[config.mk]
export PLATFORM = sky130hd
export DESIGN_NAME = sensor_reply_crc_convert
export DESIGN_NICKNAME = d
export VERILOG_FILES = /design/src/rtl/srcc_pkg.sv /design/src/rtl/srcc_frame_core.sv /design/src/rtl/sensor_reply_crc_convert.sv
export SDC_FILE = /design/constraint.sdc
export NUM_CORES = 1
export LEC_CHECK = 0
export BUFFER_PORTS_ARGS = -buffer_cell sky130_fd_sc_hd__buf_2
export CAP_MARGIN = 15
export CORE_MARGIN = 4
export CORE_UTILIZATION = 45
export CTS_CLUSTER_SIZE = 10
export DETAILED_ROUTE_END_ITERATION = 8
export MAX_ROUTING_LAYER = met4
export PLACE_DENSITY = 0.71
export SYNTH_ARGS = -nofsm -noshare
export SYNTH_HDL_FRONTEND = slang
export SYNTH_HIERARCHICAL = 1
export SYNTH_SLANG_ARGS = --single-unit
[constraint.sdc]
create_clock -name clk_i -period 7.2 [get_ports clk_i]
set_input_delay 0.72 -clock clk_i [delete_from_list [all_inputs] [get_ports clk_i]]
set_output_delay 0.72 -clock clk_i [all_outputs]
set_load 0.03 [all_outputs]
[src/rtl/srcc_pkg.sv]
// Package for the sensor reply CRC check and conversion block.
// Holds the shared item and result types, the CRC-8 constants and the byte update.
// No dependencies.
package srcc_pkg;

  localparam logic [7:0] CrcInit = 8'hFF;
  localparam logic [7:0] CrcPoly = 8'h31;

  // Byte positions within one reply frame.
  localparam logic [2:0] PosTempMsb = 3'd0;
  localparam logic [2:0] PosTempLsb = 3'd1;
  localparam logic [2:0] PosTempCrc = 3'd2;
  localparam logic [2:0] PosHumMsb  = 3'd3;
  localparam logic [2:0] PosHumLsb  = 3'd4;
  localparam logic [2:0] PosHumCrc  = 3'd5;

  localparam logic StatusOk       = 1'b0;
  localparam logic StatusMismatch = 1'b1;

  typedef struct packed {
    logic       frame_start;
    logic [7:0] reply_byte;
  } in_item_t;

  typedef struct packed {
    logic              status;
    logic signed [8:0] temperature_c;
    logic        [6:0] humidity_pct;
  } result_t;

  // CRC-8, MSB first, no reflection, no final xor.
  function automatic logic [7:0] crc8_byte(input logic [7:0] acc, input logic [7:0] data);
    logic [7:0] c;
    c = acc ^ data;
    for (int i = 0; i < 8; i++) begin
      if (c[7]) begin
        c = {c[6:0], 1'b0} ^ CrcPoly;
      end else begin
        c = {c[6:0], 1'b0};
      end
    end
    return c;
  endfunction

endpackage

[src/rtl/srcc_frame_core.sv]
// Frame tracker for the sensor reply block: byte position, CRC check and conversion.
// Depends on srcc_pkg for the item and result types and the CRC update.
module srcc_frame_core
  import srcc_pkg::*;
(
  input  logic     clk_i,
  input  logic     rst_ni,
  input  logic     advance_i,
  input  in_item_t item_i,
  output logic     has_result_o,
  output result_t  result_o
);

  logic [2:0]  pos_q, pos_d, pos;
  logic [7:0]  crc_q, crc_d;
  logic [7:0]  high_byte_q, high_byte_d;
  logic [15:0] word_q, word_d;
  logic [15:0] temp_raw_q, temp_raw_d;
  logic        temp_ok_q, temp_ok_d;

  logic [23:0] temp_prod;
  logic [22:0] hum_prod;
  logic [16:0] temp_sum, hum_sum;
  logic [7:0]  temp_deg;
  logic [6:0]  hum_pct;
  logic        frame_ok;

  // A start flag forces position zero; an impossible position also restarts.
  always_comb begin
    if (item_i.frame_start || pos_q > PosHumCrc) begin
      pos = PosTempMsb;
    end else begin
      pos = pos_q;
    end
  end

  assign has_result_o = (pos == PosHumCrc);

  // x / 65535 with x = a*2^16 + b equals a plus one when a + b reaches 65535.
  assign temp_prod = temp_raw_q * 24'd175;
  assign hum_prod  = word_q * 23'd100;
  assign temp_sum  = 17'(temp_prod[23:16]) + 17'(temp_prod[15:0]);
  assign hum_sum   = 17'(hum_prod[22:16]) + 17'(hum_prod[15:0]);
  assign temp_deg  = temp_prod[23:16] + 8'(temp_sum >= 17'd65535);
  assign hum_pct   = hum_prod[22:16] + 7'(hum_sum >= 17'd65535);

  assign frame_ok = temp_ok_q && (crc_q == item_i.reply_byte);

  always_comb begin
    result_o.status        = frame_ok ? StatusOk : StatusMismatch;
    result_o.temperature_c = frame_ok ? $signed({1'b0, temp_deg}) - 9'sd45 : 9'sd0;
    result_o.humidity_pct  = frame_ok ? hum_pct : 7'd0;
  end

  always_comb begin
    crc_d       = crc_q;
    high_byte_d = high_byte_q;
    word_d      = word_q;
    temp_raw_d  = temp_raw_q;
    temp_ok_d   = temp_ok_q;
    pos_d       = (pos >= PosHumCrc) ? PosTempMsb : pos + 3'd1;
    case (pos)
      PosTempMsb, PosHumMsb: begin
        crc_d       = crc8_byte(CrcInit, item_i.reply_byte);
        high_byte_d = item_i.reply_byte;
      end
      PosTempLsb, PosHumLsb: begin
        crc_d  = crc8_byte(crc_q, item_i.reply_byte);
        word_d = {high_byte_q, item_i.reply_byte};
      end
      PosTempCrc: begin
        temp_ok_d  = (crc_q == item_i.reply_byte);
        temp_raw_d = word_q;
        crc_d      = CrcInit;
      end
      default: begin
        crc_d = CrcInit;
      end
    endcase
  end

  always_ff @(posedge clk_i or negedge rst_ni) begin
    if (!rst_ni) begin
      pos_q     <= PosTempMsb;
      crc_q     <= CrcInit;
      temp_ok_q <= 1'b0;
    end else if (advance_i) begin
      pos_q     <= pos_d;
      crc_q     <= crc_d;
      temp_ok_q <= temp_ok_d;
    end
  end

  always_ff @(posedge clk_i) begin
    if (advance_i) begin
      high_byte_q <= high_byte_d;
      word_q      <= word_d;
      temp_raw_q  <= temp_raw_d;
    end
  end

  a_pos_range : assert property (@(posedge clk_i) disable iff (!rst_ni)
    pos_q <= PosHumCrc)
    else $error("byte position left the frame");

  a_start_resync : assert property (@(posedge clk_i) disable iff (!rst_ni)
    advance_i && item_i.frame_start |=> pos_q == PosTempLsb)
    else $error("frame start did not resynchronize the position");

  a_wrap_after_result : assert property (@(posedge clk_i) disable iff (!rst_ni)
    advance_i && has_result_o |=> pos_q == PosTempMsb && crc_q == CrcInit)
    else $error("frame did not restart after its result");

endmodule

[src/rtl/sensor_reply_crc_convert.sv]
// Top level of the sensor reply CRC check and conversion block.
// Depends on srcc_pkg and srcc_frame_core.
//
//  channel  | direction | tdata (low bit up)                 | tuser
//  s_axis   | in        | reply_byte[7:0]                    | frame_start
//  m_axis   | out       | temperature_c[8:0], humidity_pct[6:0] | status
//
// One byte is taken per cycle unless a held result stalls the input register.
// The input register feeds the frame tracker, whose result lands in the output register.
// Bytes that produce no result move on even while the output is stalled.
// A held result stalls only the sixth byte of the next frame.
// Reset returns the byte position to the start of a frame and empties both registers.
module sensor_reply_crc_convert
  import srcc_pkg::*;
(
  input  logic        clk_i,
  input  logic        rst_ni,
  input  logic        s_axis_tvalid,
  output logic        s_axis_tready,
  input  logic [7:0]  s_axis_tdata,   // reply_byte[7:0]
  input  logic        s_axis_tuser,   // frame_start
  output logic        m_axis_tvalid,
  input  logic        m_axis_tready,
  output logic [15:0] m_axis_tdata,   // temperature_c[8:0], humidity_pct[6:0]
  output logic        m_axis_tuser    // status
);

  logic     in_valid_q;
  in_item_t in_item_q;
  logic     out_valid_q, out_valid_d;
  result_t  out_q;
  logic     has_result;
  result_t  result;
  logic     advance;
  logic     out_free;

  assign out_free      = !out_valid_q || m_axis_tready;
  assign advance       = in_valid_q && (!has_result || out_free);
  assign s_axis_tready = !in_valid_q || advance;

  srcc_frame_core u_frame_core (
    .clk_i        (clk_i),
    .rst_ni       (rst_ni),
    .advance_i    (advance),
    .item_i       (in_item_q),
    .has_result_o (has_result),
    .result_o     (result)
  );

  always_comb begin
    out_valid_d = out_valid_q && !m_axis_tready;
    if (advance && has_result) begin
      out_valid_d = 1'b1;
    end
  end

  always_ff @(posedge clk_i or negedge rst_ni) begin
    if (!rst_ni) begin
      in_valid_q  <= 1'b0;
      out_valid_q <= 1'b0;
    end else begin
      if (s_axis_tready) begin
        in_valid_q <= s_axis_tvalid;
      end
      out_valid_q <= out_valid_d;
    end
  end

  always_ff @(posedge clk_i) begin
    if (s_axis_tvalid && s_axis_tready) begin
      in_item_q.reply_byte  <= s_axis_tdata;
      in_item_q.frame_start <= s_axis_tuser;
    end
    if (advance && has_result) begin
      out_q <= result;
    end
  end

  assign m_axis_tvalid = out_valid_q;
  assign m_axis_tdata  = {out_q.humidity_pct, out_q.temperature_c};
  assign m_axis_tuser  = out_q.status;

  a_no_overwrite : assert property (@(posedge clk_i) disable iff (!rst_ni)
    advance && has_result |-> out_free)
    else $error("result register overwritten while held");

  a_stalled_byte_held : assert property (@(posedge clk_i) disable iff (!rst_ni)
    in_valid_q && !advance |=> in_valid_q && $stable(in_item_q))
    else $error("stalled input byte was lost");

  a_mismatch_zero : assert property (@(posedge clk_i) disable iff (!rst_ni)
    advance && has_result && result.status == StatusMismatch
      |=> out_q.temperature_c == 9'sd0 && out_q.humidity_pct == 7'd0)
    else $error("mismatch result carries nonzero values");

endmodule
==> results.py <==
metrics = {
    "status": {
        "outcome": "finished, violations left",
        "violations": "negative setup slack",
    },
    "global_routing": {
        "antenna_found_initial": 0,
        "grt_max_degree": 25,
        "grt_overflow": 0,
        "grt_pass1_wl_mm": 34.96,
        "grt_pass1_vias": 7472,
        "grtUsageTotal_pct": 19.47,
    },
    "clock_network": {
        "htreeDepth": 3,
        "clkSinkCount": 80,
        "clkSlewWorstSetupHoldPaths_ps": 60,
        "max-clock-path-buffers": 2,
        "root_buffer": "clkbuf_16",
        "numCtsBuffers": 9,
        "clock_latency_ps": 340,
        "hold_buffers": 0,
        "tritoncts": "yes",
    },
    "floorplan": {
        "initial_utilization_pct": 45.68,
        "die_x_um": 151.1,
        "die_h_um": 151.1,
        "rows": 52,
        "die_area_um2": 22830,
        "core_um2": 20170,
        "ios": 32,
    },
    "final_layout": {
        "final_nets": 1333,
        "final_common_cell": "inv_1",
        "nFillCells": 1636,
        "diodes": 0,
        "multiInputGateArea_um2": 6763,
        "final_cell_mix": "183 x inv_1, 143 x buf_4, 115 x ha_1",
        "seqCellArea_um2": 2342,
        "area_growth_syn_to_layout_pct": 28.21,
        "drive_above_1_share_pct": 29.69,
    },
    "power_and_ir_drop": {
        "ir_worst_vdd_v": 0.0002305,
        "p_total_uw": 5096,
        "powerDensity_nw_per_um2": 431.4,
        "p_leak_uw": 0.005572,
    },
    "timing": {
        "skew_ps": 8.093,
        "setup_viol": 7,
        "hold_viol": 0,
        "rsz0062_at_grt": "yes",
        "fin_ws_ps": -513.3,
        "drv_slew": 0,
        "fin_crit_sh_pct": 107.1,
        "tightest_slew_ps": 859.6,
        "slew-limit-headroom_pct": 42.69,
        "min_period_ps": 7713,
        "fmax_ghz": 0.1296,
        "whs_ps": 281.6,
    },
    "placed_design": {
        "gp_congestion": 0.8255,
        "portBuffers": 31,
        "post-place-ws_ps": -664.0,
        "hpwl_mm": 16.03,
    },
    "setup_path": {
        "startpoint": "u_frame_core/temp_raw_q[3]$_DFFE_PP_",
        "endpoint_kind": "flop",
        "worstPathRequired_ps": 7270,
        "reg2reg_from": "u_frame_core/temp_raw_q[3]$_DFFE_PP_",
        "reg2reg_slack_ps": -510,
        "critPathMaxFanout": 4,
        "critical_path_class": "reg2reg",
        "r2r_end": "m_axis_tdata[7]$_DFFE_PP_",
        "start_kind": "flop",
        "cpMostUsedCell": "inv_2",
        "crit_end": "m_axis_tdata[7]$_DFFE_PP_",
        "slowest_stage": "edfxtp_1",
        "critPathMaxStageDelay_ps": 540,
        "reg2reg_depth": 34,
        "arrival_ps": 7780,
    },
    "drt": {
        "drtIter0Drc": 263,
        "vias": 7139,
        "wire_per_inst_um": 15.07,
        "drt-vias-per-instance": 5.155,
        "postRouteAntennaNets": 0,
        "drt_pass1_iterations": 5,
        "drt-total-wl_mm": 20.88,
        "drc_errors": 0,
    },
    "synth": {
        "synthMuxAreaShare_pct": 0.7062,
        "mappedNetlistNets": 1151,
        "synthArstFlopShare_pct": 17.50,
        "synth_cell_types": 78,
        "yosysSeqAreaShare_pct": 25.42,
        "synth_edf_count": 66,
        "synth_area_um2": 9213,
        "synthSimpleGateAreaFrac_pct": 10.17,
        "synth_top_family_by_area": "adder cells",
        "synthXorXnorAreaFrac_pct": 7.619,
        "avgSynthCellArea_um2": 9.927,
        "synth_cells": 928,
        "synth_top_area_share_pct": 21.51,
        "synth-compound-area-share_pct": 13.36,
        "synth_adder_area_share_pct": 34.01,
        "yosys.area.top_type": "edfxtp_1",
        "yosys-top-cells-area": "edfxtp_1 22%, ha_1 20%, fa_1 14%",
        "ys.warnings.count": 6,
        "synth-seq-cells": 80,
        "synth_ff_type": "edfxtp_1",
    },
    "min_path": {
        "hp-class": "in2async",
    },
    "run": {
        "maxCapViolations": 0,
    },
}
-- worst min path at each step --
| stage | end | slack [ps] |
|---|---|---|
| 2_1_floorplan | u_frame_core/word_q[10]$_DFFE_PP_ | 400 |
| 3_3_place_gp | u_frame_core/word_q[9]$_DFFE_PP_ | 400 |
| 4_1_cts | m_axis_tvalid$_DFF_PN0_ | 280 |
| 5_1_grt | u_frame_core/pos_q[0]$_DFFE_PN0P_ | 280 |
| 3_5_place_dp | u_frame_core/word_q[11]$_DFFE_PP_ | 400 |
| 6_report | m_axis_tvalid$_DFF_PN0_ | 280 |
-- worst max-delay path: cells and delay by family (launching register included) --
kind | cells | cell delay [ps]
adders and majority gates | 9 | 3130
AOI/OAI and AO/OA | 15 | 2840
DFF | 1 | 540
and+or+nand+nor | 4 | 520
buffers and inverters | 5 | 210
xor gates and xnor gates | 1 | 200
-- cells in the mapped netlist, types with 7 or more instances --
library cell,count
nand2_1,32
or3_1,7
ha_1,144
xor2_1,29
inv_1,194
o21a_1,10
o211ai_1,9
nand3_1,12
nor2b_1,8
dfstp_2,8
a21oi_1,41
a221oi_1,9
a21o_1,11
edfxtp_1,66
xnor2_1,48
and2_1,11
o21ai_0,23
nor2_1,41
fa_1,66
nor3_1,17
clkbuf_1,7
-- per-stage QoR --
step                instances  utilization [%]  TNS (ps)  cell area [um2]
floorplan                 928                -     -1241             9397
CTS                      1376            57.28     -2700            11550
global route             1385            58.56     -4950            11810
finish                   1385            58.56     -2810            11810
global placement         1335            53.08     -2920            10710
detailed placement       1335            53.08     -3470            10710
-- sequential cells by signal (all words and copies together) (netlist names) --
signal and cells:
u_frame_core/temp_raw_q 16, u_frame_core/crc_q 8, m_axis_tvalid 1, u_frame_core/temp_ok_q 1
in_item_q 9, u_frame_core/word_q 16, u_frame_core/pos_q 3, m_axis_tuser 1
u_frame_core/high_byte_q 8, in_valid_q 1, m_axis_tdata 16
-- area by class of cell --
type                       instances  share of cell area (%)
multi-input combinational        641                   57.26
tap                              270                   2.860
clock buffer                      10                   2.023
clock inverter                     6                  0.4131
sequential                        80                   19.83
timing repair buffer             184                   11.43
inverter                         194                   6.186
-- cell families after synthesis --
logic type	count (synthesis)
simple gates	174
buf+inv	207
xor+xnor	78
fa+ha+maj	211
compound gates	172
flops	80
mux	6
-- repair_timing --
action,CTS,global route
buffers inserted,25,11
pin swaps,63,45
gates resized for setup,68,34
setup endpoints to repair,7,10
-- power by group --
part	leakage, uW	internal (uW)	switching, uW
Clock	0.000146	249	192
Sequential	0.000810	566	45.0
Combinational	0.00462	2020	2020
-- per-layer routing --
metal | track usage (%) | share of wire, % | wire, um
met1 | 24.05 | 43 | 8979
met5 | - | 0 | 0
met2 | 34.11 | 52 | 10840
met4 | 5.576 | 2.3 | 474
met3 | 1.855 | 2.8 | 581
Note: power is estimated with default switching activity, not from simulation.
